[config.mk]
export PLATFORM = sky130hd
export DESIGN_NAME = key_debounce_autorepeat_flat
export DESIGN_NICKNAME = d
export VERILOG_FILES = /design/src/sv/kda_pkg.sv /design/src/sv/kda_tick_if.sv /design/src/sv/kda_event_if.sv /design/src/sv/kda_cfg_if.sv /design/src/sv/key_debounce_autorepeat.sv /design/src/sv/kda_event_queue.sv /design/src/flat_wrapper.sv
export SDC_FILE = /design/constraint.sdc
export NUM_CORES = 1
export LEC_CHECK = 0
export ABC_CLOCK_PERIOD_IN_PS = 6870
export BUFFER_PORTS_ARGS = -buffer_cell sky130_fd_sc_hd__clkbuf_2
export CORE_MARGIN = 3
export CORE_UTILIZATION = 53
export CTS_CLUSTER_DIAMETER = 150
export DETAILED_ROUTE_END_ITERATION = 10
export HOLD_SLACK_MARGIN = 0.06
export PLACE_DENSITY = 0.74
export SLEW_MARGIN = 10
export SYNTH_ARGS = -nofsm -noshare
export SYNTH_HDL_FRONTEND = slang
export SYNTH_SLANG_ARGS = --single-unit
[constraint.sdc]
create_clock -name clk -period 6.87 [get_ports clk]
set_input_delay 1.0305 -clock clk [delete_from_list [all_inputs] [get_ports clk]]
set_output_delay 1.0305 -clock clk [all_outputs]
set_load 0.01 [all_outputs]
[src/sv/kda_pkg.sv]
package kda_pkg;

	localparam int MASK_W      = 4;
	localparam int KEY_W       = 2;
	localparam int CNT_W       = 8;
	localparam int CFG_ADDR_W  = 3;
	localparam int MAX_EVENTS  = 4;
	localparam int SLOT_W      = $clog2(MAX_EVENTS);
	localparam int EVC_W       = $clog2(MAX_EVENTS + 1);
	localparam int NUM_KEYS_DEF = 4;

	localparam logic [CNT_W-1:0] SCAN_PERIOD_RST    = 8'd10;
	localparam logic [CNT_W-1:0] DEBOUNCE_LIMIT_RST = 8'd3;
	localparam logic [CNT_W-1:0] REPEAT_DELAY_RST   = 8'd70;
	localparam logic [CNT_W-1:0] REPEAT_RELOAD_RST  = 8'd60;
	localparam logic [CNT_W-1:0] FAST_AFTER_RST     = 8'd10;

	typedef enum logic [1:0] {
		KIND_PRESS   = 2'd0,
		KIND_REPEAT  = 2'd1,
		KIND_FAST    = 2'd2,
		KIND_RELEASE = 2'd3
	} kind_t;

	typedef enum logic [CFG_ADDR_W-1:0] {
		REG_SCAN_PERIOD    = 3'd0,
		REG_DEBOUNCE_LIMIT = 3'd1,
		REG_REPEAT_DELAY   = 3'd2,
		REG_REPEAT_RELOAD  = 3'd3,
		REG_FAST_AFTER     = 3'd4
	} cfg_reg_t;

	typedef struct packed {
		logic [KEY_W-1:0] key_index;
		kind_t            event_kind;
	} event_t;

	typedef struct packed {
		logic                        en;
		logic [EVC_W-1:0]            cnt;
		event_t [MAX_EVENTS-1:0]     slots;
	} evload_t;

endpackage

[src/sv/kda_tick_if.sv]
interface kda_tick_if import kda_pkg::*; ();
	logic              valid;
	logic              ready;
	logic [MASK_W-1:0] pressed_mask;

	modport source (output valid, output pressed_mask, input ready);
	modport sink (input valid, input pressed_mask, output ready);
endinterface

[src/sv/kda_event_if.sv]
interface kda_event_if import kda_pkg::*; ();
	logic             valid;
	logic             ready;
	logic [KEY_W-1:0] key_index;
	kind_t            event_kind;
	logic             last;

	modport source (output valid, output key_index, output event_kind, output last,
		input ready);
	modport sink (input valid, input key_index, input event_kind, input last,
		output ready);
endinterface

[src/sv/kda_cfg_if.sv]
interface kda_cfg_if import kda_pkg::*; ();
	logic                  valid;
	logic                  ready;
	logic [CFG_ADDR_W-1:0] addr;
	logic [CNT_W-1:0]      data;

	modport source (output valid, output addr, output data, input ready);
	modport sink (input valid, input addr, input data, output ready);
endinterface

[src/sv/key_debounce_autorepeat.sv]
// Debounced scanner for NUM_KEYS keys with two-stage autorepeat. Each tick word carries the
// pressed mask (1 = pressed, bit 0 = key 0); every scan_period-th tick runs a scan that may
// raise press, repeat, fast repeat and release events, at most four per tick, in key order,
// with last set on the final one. A tick word is taken every cycle while the input register
// is empty or advancing; it is held in the input register, and a tick that raises events
// then moves into the four-word event buffer, which delivers one event word per cycle while
// evt.ready is high; a following tick with events waits in the input register until the
// buffer drains. Ticks without events never wait. Configuration writes are taken at any time.
module key_debounce_autorepeat import kda_pkg::*; #(
	parameter int NUM_KEYS = NUM_KEYS_DEF
) (
	input  logic        clk,
	input  logic        arst_n,
	kda_cfg_if.sink     cfg,
	kda_tick_if.sink    tick,
	kda_event_if.source evt
);

	logic [CNT_W-1:0] scan_period_q;
	logic [CNT_W-1:0] debounce_limit_q;
	logic [CNT_W-1:0] repeat_delay_q;
	logic [CNT_W-1:0] repeat_reload_q;
	logic [CNT_W-1:0] fast_after_q;

	logic              valid_s1;
	logic [MASK_W-1:0] mask_s1;

	logic [CNT_W-1:0] countdown_q;
	logic [CNT_W-1:0] countdown_dec;
	logic             scan;

	logic             down_q     [NUM_KEYS];
	logic [CNT_W-1:0] debounce_q [NUM_KEYS];
	logic [CNT_W-1:0] repeat_q   [NUM_KEYS];
	logic [CNT_W-1:0] plain_q    [NUM_KEYS];

	logic             down_d     [NUM_KEYS];
	logic [CNT_W-1:0] debounce_d [NUM_KEYS];
	logic [CNT_W-1:0] repeat_d   [NUM_KEYS];
	logic [CNT_W-1:0] plain_d    [NUM_KEYS];
	logic             ev_v       [NUM_KEYS];
	kind_t            ev_kind    [NUM_KEYS];

	logic [NUM_KEYS+MASK_W-1:0] mask_ext;
	evload_t                    ld;
	logic                       can_load;
	logic                       adv;

	assign cfg.ready = 1'b1;

	always_ff @(posedge clk or negedge arst_n) begin
		if (!arst_n) begin
			scan_period_q    <= SCAN_PERIOD_RST;
			debounce_limit_q <= DEBOUNCE_LIMIT_RST;
			repeat_delay_q   <= REPEAT_DELAY_RST;
			repeat_reload_q  <= REPEAT_RELOAD_RST;
			fast_after_q     <= FAST_AFTER_RST;
		end else if (cfg.valid) begin
			case (cfg_reg_t'(cfg.addr))
				REG_SCAN_PERIOD:    scan_period_q    <= cfg.data;
				REG_DEBOUNCE_LIMIT: debounce_limit_q <= cfg.data;
				REG_REPEAT_DELAY:   repeat_delay_q   <= cfg.data;
				REG_REPEAT_RELOAD:  repeat_reload_q  <= cfg.data;
				REG_FAST_AFTER:     fast_after_q     <= cfg.data;
				default: ;
			endcase
		end
	end

	assign adv        = valid_s1 && ((ld.cnt == '0) || can_load);
	assign tick.ready = !valid_s1 || adv;

	always_ff @(posedge clk or negedge arst_n) begin
		if (!arst_n) begin
			valid_s1 <= 1'b0;
		end else if (tick.ready) begin
			valid_s1 <= tick.valid;
		end
	end

	always_ff @(posedge clk) begin
		if (tick.ready && tick.valid) begin
			mask_s1 <= tick.pressed_mask;
		end
	end

	assign countdown_dec = countdown_q - CNT_W'(1);
	assign scan          = (countdown_dec == '0);
	assign mask_ext      = (NUM_KEYS + MASK_W)'(mask_s1);

	always_ff @(posedge clk or negedge arst_n) begin
		if (!arst_n) begin
			countdown_q <= SCAN_PERIOD_RST;
		end else if (adv) begin
			countdown_q <= scan ? scan_period_q : countdown_dec;
		end
	end

	always_comb begin
		for (int k = 0; k < NUM_KEYS; k++) begin
			down_d[k]     = down_q[k];
			debounce_d[k] = debounce_q[k];
			repeat_d[k]   = repeat_q[k];
			plain_d[k]    = plain_q[k];
			ev_v[k]       = 1'b0;
			ev_kind[k]    = KIND_PRESS;
			if (!down_q[k]) begin
				if (!mask_ext[k]) begin
					debounce_d[k] = '0;
				end else if ((debounce_q[k] + CNT_W'(1)) > debounce_limit_q) begin
					down_d[k]     = 1'b1;
					debounce_d[k] = '0;
					repeat_d[k]   = '0;
					ev_v[k]       = 1'b1;
					ev_kind[k]    = KIND_PRESS;
				end else begin
					debounce_d[k] = debounce_q[k] + CNT_W'(1);
				end
			end else if (mask_ext[k]) begin
				debounce_d[k] = '0;
				if ((repeat_q[k] + CNT_W'(1)) > repeat_delay_q) begin
					ev_v[k]     = 1'b1;
					repeat_d[k] = repeat_reload_q;
					if (plain_q[k] > fast_after_q) begin
						ev_kind[k] = KIND_FAST;
					end else begin
						ev_kind[k] = KIND_REPEAT;
						plain_d[k] = plain_q[k] + CNT_W'(1);
					end
				end else begin
					repeat_d[k] = repeat_q[k] + CNT_W'(1);
				end
			end else if ((debounce_q[k] + CNT_W'(1)) > debounce_limit_q) begin
				down_d[k]     = 1'b0;
				debounce_d[k] = '0;
				repeat_d[k]   = '0;
				plain_d[k]    = '0;
				ev_v[k]       = 1'b1;
				ev_kind[k]    = KIND_RELEASE;
			end else begin
				debounce_d[k] = debounce_q[k] + CNT_W'(1);
			end
		end
	end

	// pack events in key order, drop those past the buffer depth
	always_comb begin
		ld.cnt   = '0;
		ld.slots = '0;
		for (int k = 0; k < NUM_KEYS; k++) begin
			if (scan && ev_v[k] && (ld.cnt < EVC_W'(MAX_EVENTS))) begin
				ld.slots[ld.cnt[SLOT_W-1:0]].key_index  = KEY_W'(k);
				ld.slots[ld.cnt[SLOT_W-1:0]].event_kind = ev_kind[k];
				ld.cnt = ld.cnt + EVC_W'(1);
			end
		end
		ld.en = adv && (ld.cnt != '0);
	end

	always_ff @(posedge clk or negedge arst_n) begin
		if (!arst_n) begin
			for (int k = 0; k < NUM_KEYS; k++) begin
				down_q[k]     <= 1'b0;
				debounce_q[k] <= '0;
				repeat_q[k]   <= '0;
				plain_q[k]    <= '0;
			end
		end else if (adv && scan) begin
			for (int k = 0; k < NUM_KEYS; k++) begin
				down_q[k]     <= down_d[k];
				debounce_q[k] <= debounce_d[k];
				repeat_q[k]   <= repeat_d[k];
				plain_q[k]    <= plain_d[k];
			end
		end
	end

	kda_event_queue u_queue (
		.clk      (clk),
		.arst_n   (arst_n),
		.ld       (ld),
		.can_load (can_load),
		.evt      (evt)
	);

endmodule

[src/sv/kda_event_queue.sv]
module kda_event_queue import kda_pkg::*; (
	input  logic        clk,
	input  logic        arst_n,
	input  evload_t     ld,
	output logic        can_load,
	kda_event_if.source evt
);

	event_t [MAX_EVENTS-1:0] slot_q;
	logic [EVC_W-1:0]        cnt_q;
	logic                    pop;

	assign pop      = evt.valid && evt.ready;
	assign can_load = (cnt_q == '0) || ((cnt_q == EVC_W'(1)) && pop);

	assign evt.valid      = (cnt_q != '0);
	assign evt.key_index  = slot_q[0].key_index;
	assign evt.event_kind = slot_q[0].event_kind;
	assign evt.last       = (cnt_q == EVC_W'(1));

	always_ff @(posedge clk or negedge arst_n) begin
		if (!arst_n) begin
			cnt_q <= '0;
		end else if (ld.en) begin
			cnt_q <= ld.cnt;
		end else if (pop) begin
			cnt_q <= cnt_q - EVC_W'(1);
		end
	end

	// load the buffer from a scan, else advance the queue head on each taken word
	always_ff @(posedge clk) begin
		if (ld.en) begin
			slot_q <= ld.slots;
		end else if (pop) begin
			for (int j = 0; j < MAX_EVENTS - 1; j++) begin
				slot_q[j] <= slot_q[j+1];
			end
		end
	end

endmodule
[src/flat_wrapper.sv]
// flat-port wrapper written by rule: the top's interface ports become plain ports
module key_debounce_autorepeat_flat import kda_pkg::*;
#(
	parameter int NUM_KEYS = NUM_KEYS_DEF
)
  (clk, arst_n, cfg_valid, cfg_addr, cfg_data, cfg_ready, tick_valid, tick_pressed_mask, tick_ready, evt_valid, evt_key_index, evt_event_kind, evt_last, evt_ready);
  kda_cfg_if cfg_i ();
  kda_tick_if tick_i ();
  kda_event_if evt_i ();
  input  logic clk;
  input  logic arst_n;
  input wire logic [$bits(cfg_i.valid)-1:0] cfg_valid;
  input wire logic [$bits(cfg_i.addr)-1:0] cfg_addr;
  input wire logic [$bits(cfg_i.data)-1:0] cfg_data;
  output wire logic [$bits(cfg_i.ready)-1:0] cfg_ready;
  input wire logic [$bits(tick_i.valid)-1:0] tick_valid;
  input wire logic [$bits(tick_i.pressed_mask)-1:0] tick_pressed_mask;
  output wire logic [$bits(tick_i.ready)-1:0] tick_ready;
  output wire logic [$bits(evt_i.valid)-1:0] evt_valid;
  output wire logic [$bits(evt_i.key_index)-1:0] evt_key_index;
  output wire logic [$bits(evt_i.event_kind)-1:0] evt_event_kind;
  output wire logic [$bits(evt_i.last)-1:0] evt_last;
  input wire logic [$bits(evt_i.ready)-1:0] evt_ready;
  assign cfg_i.valid = cfg_valid;
  assign cfg_i.addr = cfg_addr;
  assign cfg_i.data = cfg_data;
  assign cfg_ready = cfg_i.ready;
  assign tick_i.valid = tick_valid;
  assign tick_i.pressed_mask = tick_pressed_mask;
  assign tick_ready = tick_i.ready;
  assign evt_valid = evt_i.valid;
  assign evt_key_index = evt_i.key_index;
  assign evt_event_kind = evt_i.event_kind;
  assign evt_last = evt_i.last;
  assign evt_i.ready = evt_ready;
  key_debounce_autorepeat #(.NUM_KEYS(NUM_KEYS)) u_core (.clk(clk), .arst_n(arst_n), .cfg(cfg_i), .tick(tick_i), .evt(evt_i));
endmodule
==> impl_metrics.yaml, run 1 <==
run_status:
  status: "finished, final reports clean"
global_route:
  antenna_found_initial: 0
  grt_max_degree: 81
  grt_pass1_wl_um: 52100
  grt_usage: 0.253
  gr-total-overflow: 0
  grt_pass1_vias: 10000
clock_tree:
  cts_inserted_buffers: 17
  tritoncts: "done"
  holdBufCountCts: 0
  clkSlewWorstSetupHoldPaths_ns: 0.07
  clockBufferDepth: 2
  clkSinkCount: 172
  clock_latency_ns: 0.45
  root_buffer: "clkbuf_16"
  htree_levels: 4
synth:
  netlist_area_sq_um: 12400
  yosysMostFrequentCell: "nand2_1"
  ys_types: 82
  synth_ff_type: "dfrtp_1"
  syn_nets: 1509
  synth_common_cells: "nand2_1, dfrtp_1, ha_1, o21ai_0, nand3_1"
  synthTopCellsByArea: "dfrtp_1, ha_1, edfxtp_1, o21ai_0, nand2_1"
  ys_ff_latch: 172
  yosysTopAreaCellShare: 0.277
  synthCells: 1366
  ys_warn_count: 0
  async_flop_share: 0.884
  seq_area_frac_synth: 0.357
  synth-edff-count: 20
  synth_area_leader_cell: "dfrtp_1"
  avgSynthCellArea_sq_um: 9.08
finish:
  drive_above_1_share: 0.136
  fin_util: 0.593
  area_growth_pct: 9.37
  nFillCells: 2006
  diodes: 0
  nets: 1520
detailed_routing:
  postRouteAntennaNets: 0
  num_vias: 10500
  drcViolationCount: 0
  vias_per_cell: 6.17
  drtIter0Drc: 866
  firstDrtPassIters: 6
  routedWlPerCell_um: 18.9
  wl_um: 32200
job:
  maxCapViolCount: 0
power_and_ir_drop:
  power.leakage_nw: 5.96
  vdd_drop_max_v: 0.000182
  powerDensity_nw_per_um2: 237
floorplan:
  num_rows: 55
  io_pins: 28
  die_y_um: 159
  core_area_sq_um: 22800
  start_util: 0.543
  die_area_sq_um: 25300
  die_w_um: 159
critical_path:
  worst-path-max-fanout: 6
  path_class: "reg -> out"
  cp_num_buf_inv: 4
  arrival_ns: 5.59
  cp_slowest_cell: "dfrtp_1"
  critPathRequiredTime_ns: 5.84
  end_kind: "primary output"
  cpPeakStageDelay_ns: 0.44
  crit_family: "simple AND/OR/NAND/NOR gates"
  reg2reg_setup_slack_ns: 0.74
  cp-start-kind: "flip-flop"
sta:
  worst_pin_slew_ns: 1.07
  whs_ns: 0.518
  maxSlewViolCount: 0
  skew_ns: 0.0160
  finalCritPeriodShare: 0.964
  finalCriticalPeriod_ns: 6.62
  setup_viol: 0
  maxSlewHeadroom: 0.281
  hold_viol: 0
  fmax_mhz: 151
placement:
  dp_hpwl_um: 23000
  routabilityCongestion: 0.915
  port_buffers: 26
hold_path:
  hp-class: "reg -> reg"
-- path summary, 6_finish.rpt --
kind / startpoint / endpoint / depth (start not counted)
hold / removal: u_core.scan_period_q[3] / u_core.countdown_q[3] / 2
setup reg to reg: u_core.repeat_q[16] / u_core.debounce_q[16] / 29
setup / recovery: u_core.repeat_q[16] / tick_ready / 27
min in group asynchronous: arst_n / u_core.u_queue.cnt_q[2] / 1
hold reg to reg: u_core.scan_period_q[3] / u_core.countdown_q[3] / 2
max in group asynchronous: arst_n / u_core.repeat_q[24] / 2
-- worst register-to-register path, delay by kind of cell, from the launching register on --
family | cells | cell delay, ns
AND/OR/NAND/NOR | 10 | 1.74
AO/OA/AOI/OAI | 9 | 1.61
adder cells (fa/ha/maj) | 4 | 1.22
buffers and inverters | 5 | 0.90
flip-flops | 1 | 0.44
XOR/XNOR | 1 | 0.17
-- stage by stage --
| stage | total power (W) | setup WS [ns] | cells | instance area [sq um] | setup TNS [ns] |
|---|---|---|---|---|---|
| after floorplan | 0.00192 | 0.534 | 1366 | 12400 | 0 |
| after global placement | 0.00216 | 0.644 | 1667 | 12800 | 0 |
| after detailed placement | 0.00219 | 0.446 | 1667 | 12800 | 0 |
| after CTS | 0.00319 | 0.0166 | 1699 | 13400 | 0 |
| after global routing | 0.00340 | -0.0460 | 1703 | 13600 | -0.0460 |
| final | 0.00321 | 0.249 | 1703 | 13600 | 0 |
-- per-layer routing --
metal,part of all wire,GRT usage,up-vias
li1,-,-,4982
met1,0.45,0.344,5101
met2,0.47,0.417,357
met3,0.057,0.0424,65
met4,0.022,0.0776,0
met5,0,0,-
-- placed cells by master (no fill, tap or decap), drive strengths merged, types with 18 or more instances in the layout --
master	instances
clkbuf	43
ha	122
o21ai	165
edfxtp	20
nor3	21
nand3	80
a21oi	64
nor2	66
and3	21
xnor2	32
nand4	19
dfrtp	137
nor2b	20
nand2	143
mux2i	45
buf	26
xor2	21
o31ai	37
mux2	28
inv	67
o211ai	18
-- registers in the layout (all words and copies together) (netlist names), named ones only --
register	cells
u_core.plain_q	32
u_core.countdown_q	8
u_core.u_queue.slot_q	12
u_core.scan_period_q	8
u_core.u_queue.evt.event_kind	2
u_core.u_queue.cnt_q	3
u_core.repeat_delay_q	8
u_core.repeat_reload_q	8
u_core.valid_s1	1
u_core.fast_after_q	8
u_core.debounce_limit_q	8
u_core.u_queue.evt.key_index	2
u_core.debounce_q	32
u_core.repeat_q	32
u_core.mask_s1	4
-- kinds of logic after synthesis --
group,Yosys count,synth area share
AOI/OAI and AO/OA,371,0.189
xor gates and xnor gates,53,0.0374
adders and majority gates,126,0.127
buffers and inverters,120,0.0421
DFF,172,0.357
muxes,73,0.0618
other,1,0.000302
and+or+nand+nor,450,0.186
-- final cells by class --
| cell class | count | area [sq um] | share of cell area |
|---|---|---|---|
| Tap cell | 313 | 392 | 0.0289 |
| Clock buffer | 18 | 450 | 0.0332 |
| Inverter | 61 | 229 | 0.0169 |
| Sequential cell | 172 | 4430 | 0.326 |
| Multi-Input combinational cell | 1074 | 7560 | 0.558 |
| Timing Repair Buffer | 51 | 349 | 0.0257 |
| Clock inverter | 14 | 150 | 0.0111 |
-- power breakdown --
part	switching (W)	total [W]	leakage [nW]	internal (W)
sequential	0.000131	0.00130	2.04	0.00117
combinational	0.000550	0.000907	3.63	0.000357
clock	0.000465	0.00100	0.290	0.000535
total	0.00115	0.00321	5.96	0.00206
-- repair_timing --
action / in CTS / in global routing
gates resized for setup: 1 / 25
setup endpoints to repair: 1 / 1
pin swaps: 0 / 3
hold endpoints to repair: 0 / 0
buffers inserted: 0 / 4
(Power assumes the default switching activity.)
==> run 2: changes to the inputs <==
--- a/config.mk
+++ b/config.mk
@@ -8,11 +8,11 @@
 export ABC_CLOCK_PERIOD_IN_PS = 6870
 export BUFFER_PORTS_ARGS = -buffer_cell sky130_fd_sc_hd__clkbuf_2
 export CORE_MARGIN = 3
-export CORE_UTILIZATION = 53
+export CORE_UTILIZATION = 59
 export CTS_CLUSTER_DIAMETER = 150
 export DETAILED_ROUTE_END_ITERATION = 10
 export HOLD_SLACK_MARGIN = 0.06
-export PLACE_DENSITY = 0.74
+export PLACE_DENSITY = 0.81
 export SLEW_MARGIN = 10
 export SYNTH_ARGS = -nofsm -noshare
 export SYNTH_HDL_FRONTEND = slang
==> run 2 against run 1 <==
  * Clock power is 7% higher
  * Wire length is 2.2% higher
  * Clock skew is 0.0068 ns lower
  * Global-route usage is 4.0 points higher
  * Critical path type unchanged
  * Critical endpoint unchanged
  * Highest routed layer unchanged
==> impl_metrics.yaml, run 2 (synthesis results as in run 1) <==
critical_path:
  end_kind: "primary output"
  cp_num_buf_inv: 3
  cp-start-kind: "flip-flop"
  cpPeakStageDelay_ns: 0.53
  critPathRequiredTime_ns: 5.84
  cp_slowest_cell: "fa_2"
  path_class: "reg -> out"
  critPathMostFrequentCell: "ha_1"
  arrival_ns: 5.55
  crit_family: "simple AND/OR/NAND/NOR gates"
  worstPathCellList: "and3_1, nand3_1, or2_2, xnor2_1, ha_1, nand4_1, nor2_1, a21oi_1, nor2_1, o221a_2, nor2_2, fa_2, ha_1, inv_1, ha_1, nand2b_1, or3_1, a21o_1, a21oi_4, nand2_1, and3_1, inv_1, clkbuf_2"
  worst-path-max-fanout: 6
clock_tree:
  tritoncts: "done"
  htree_levels: 4
  clock_latency_ns: 0.45
  cts_inserted_buffers: 17
  root_buffer: "clkbuf_16"
  clkSinkCount: 172
  clockBufferDepth: 2
  clkSlewWorstSetupHoldPaths_ns: 0.07
  holdBufCountCts: 0
finish:
  final_cell_mix: "nand2_1, dfrtp_1, ha_1"
  final_common_cell: "nand2_1"
  drive_above_1_share: 0.128
  final_area_sq_um: 13500
  reg.largest.list: "u_core.debounce_q x32, u_core.plain_q x32, u_core.repeat_q x32"
  nets: 1516
  diodes: 0
  area_growth_pct: 8.59
global_route:
  grt_usage: 0.293
  antenna_found_initial: 0
  gr-total-overflow: 0
  grt_pass1_vias: 10000
  grt_max_degree: 93
  grt_pass1_wl_um: 52500
placement:
  place_area_sq_um: 12700
  routabilityCongestion: 0.949
  port_buffers: 26
  dp_hpwl_um: 23300
detailed_routing:
  wl_um: 32900
  drtIter0Drc: 1113
  vias_per_cell: 6.42
  num_vias: 10600
  drcViolationCount: 0
  firstDrtPassIters: 6
  routedWlPerCell_um: 19.9
  postRouteAntennaNets: 0
power_and_ir_drop:
  power.leakage_nw: 5.95
  vdd_drop_max_v: 0.000155
  p_total_w: 0.00330
  powerDensity_nw_per_um2: 245
sta:
  worst_pin_slew_ns: 1.08
  finalCritPeriodShare: 0.958
  maxSlewHeadroom: 0.272
  finalCriticalPeriod_ns: 6.58
  maxSlewViolCount: 0
  skew_ns: 0.00916
  hold_viol: 0
  setup_viol: 0
  fmax_mhz: 152
floorplan:
  die_area_sq_um: 22800
  io_pins: 28
  die_w_um: 151
  core_area_sq_um: 20400
  die_y_um: 151
  num_rows: 52
  start_util: 0.607
run_status:
  status: "finished, final reports clean"
hold_path:
  hp-class: "reg -> reg"
job:
  maxCapViolCount: 0
run 2: cell types whose count changed in the layout (fill, tap and decap cells not counted), sizes merged:
cell / before / now
buf: 26 / 22
bufinv: 1 / 4
clkinvlp: 2 / 0
inv: 67 / 66
run 2: final timing paths:
path                                         start                    end  slack (ns)  cells past startpoint
min reg2reg                u_core.scan_period_q[3]  u_core.countdown_q[3]        0.51                      2
max                           u_core.debounce_q[8]             tick_ready        0.29                     23
max in group asynchronous                   arst_n    u_core.repeat_q[16]        4.90                      2
min                        u_core.scan_period_q[3]  u_core.countdown_q[3]        0.51                      2
max reg2reg                   u_core.debounce_q[8]     u_core.repeat_q[3]        0.66                     24
min in group asynchronous                   arst_n     u_core.plain_q[12]        0.63                      1
run 2: layout make-up:
class	instances	area, sq um
clock buffers	18	439
multi-input cells	1074	7530
flip-flops and latches	172	4430
repair buffers	47	294
fillers	1618	6970
well taps	270	338
clock inverters	14	204
inverters	61	229
run 2: metrics by stage:
stage                     cells  hold slack (ns)   util  worst slack [ns]   TNS, ns
after floorplan            1366            0.464      -             0.534         0
after global placement     1623            0.485  0.624             0.618         0
after detailed placement   1623            0.495  0.624             0.414         0
after CTS                  1656            0.510  0.656             0.186         0
after global routing       1656            0.521  0.659          -0.00533  -0.00533
final                      1656            0.508  0.659             0.292         0
run 2: worst min-delay path: stages, from the launching register on:
cell and delay [ns]:
dfstp_2 0.37, nand2_1 0.07, a21oi_1 0.07
run 2: where the power goes:
group | switching (W) | internal (W) | leakage [nW] | total, W
combinational | 0.000574 | 0.000351 | 3.60 | 0.000925
sequential | 0.000127 | 0.00117 | 2.04 | 0.00130
clock | 0.000447 | 0.000627 | 0.318 | 0.00107
run 2: timing repair:
| action | 4_1_cts | 5_1_grt |
|---|---|---|
| pin swaps | 1 | 0 |
| buffers inserted | 1 | 0 |
| setup endpoints to repair | 1 | 1 |
| resized for setup | 3 | 16 |
run 2: layer usage:
layer  part of all wire  vias to the layer above  GRT usage
li1                   -                     4989          -
met1               0.42                     5079      0.396
met2               0.47                      466      0.471
met5                  0                        -          0
met4              0.038                        0      0.119
met3              0.076                      104     0.0476
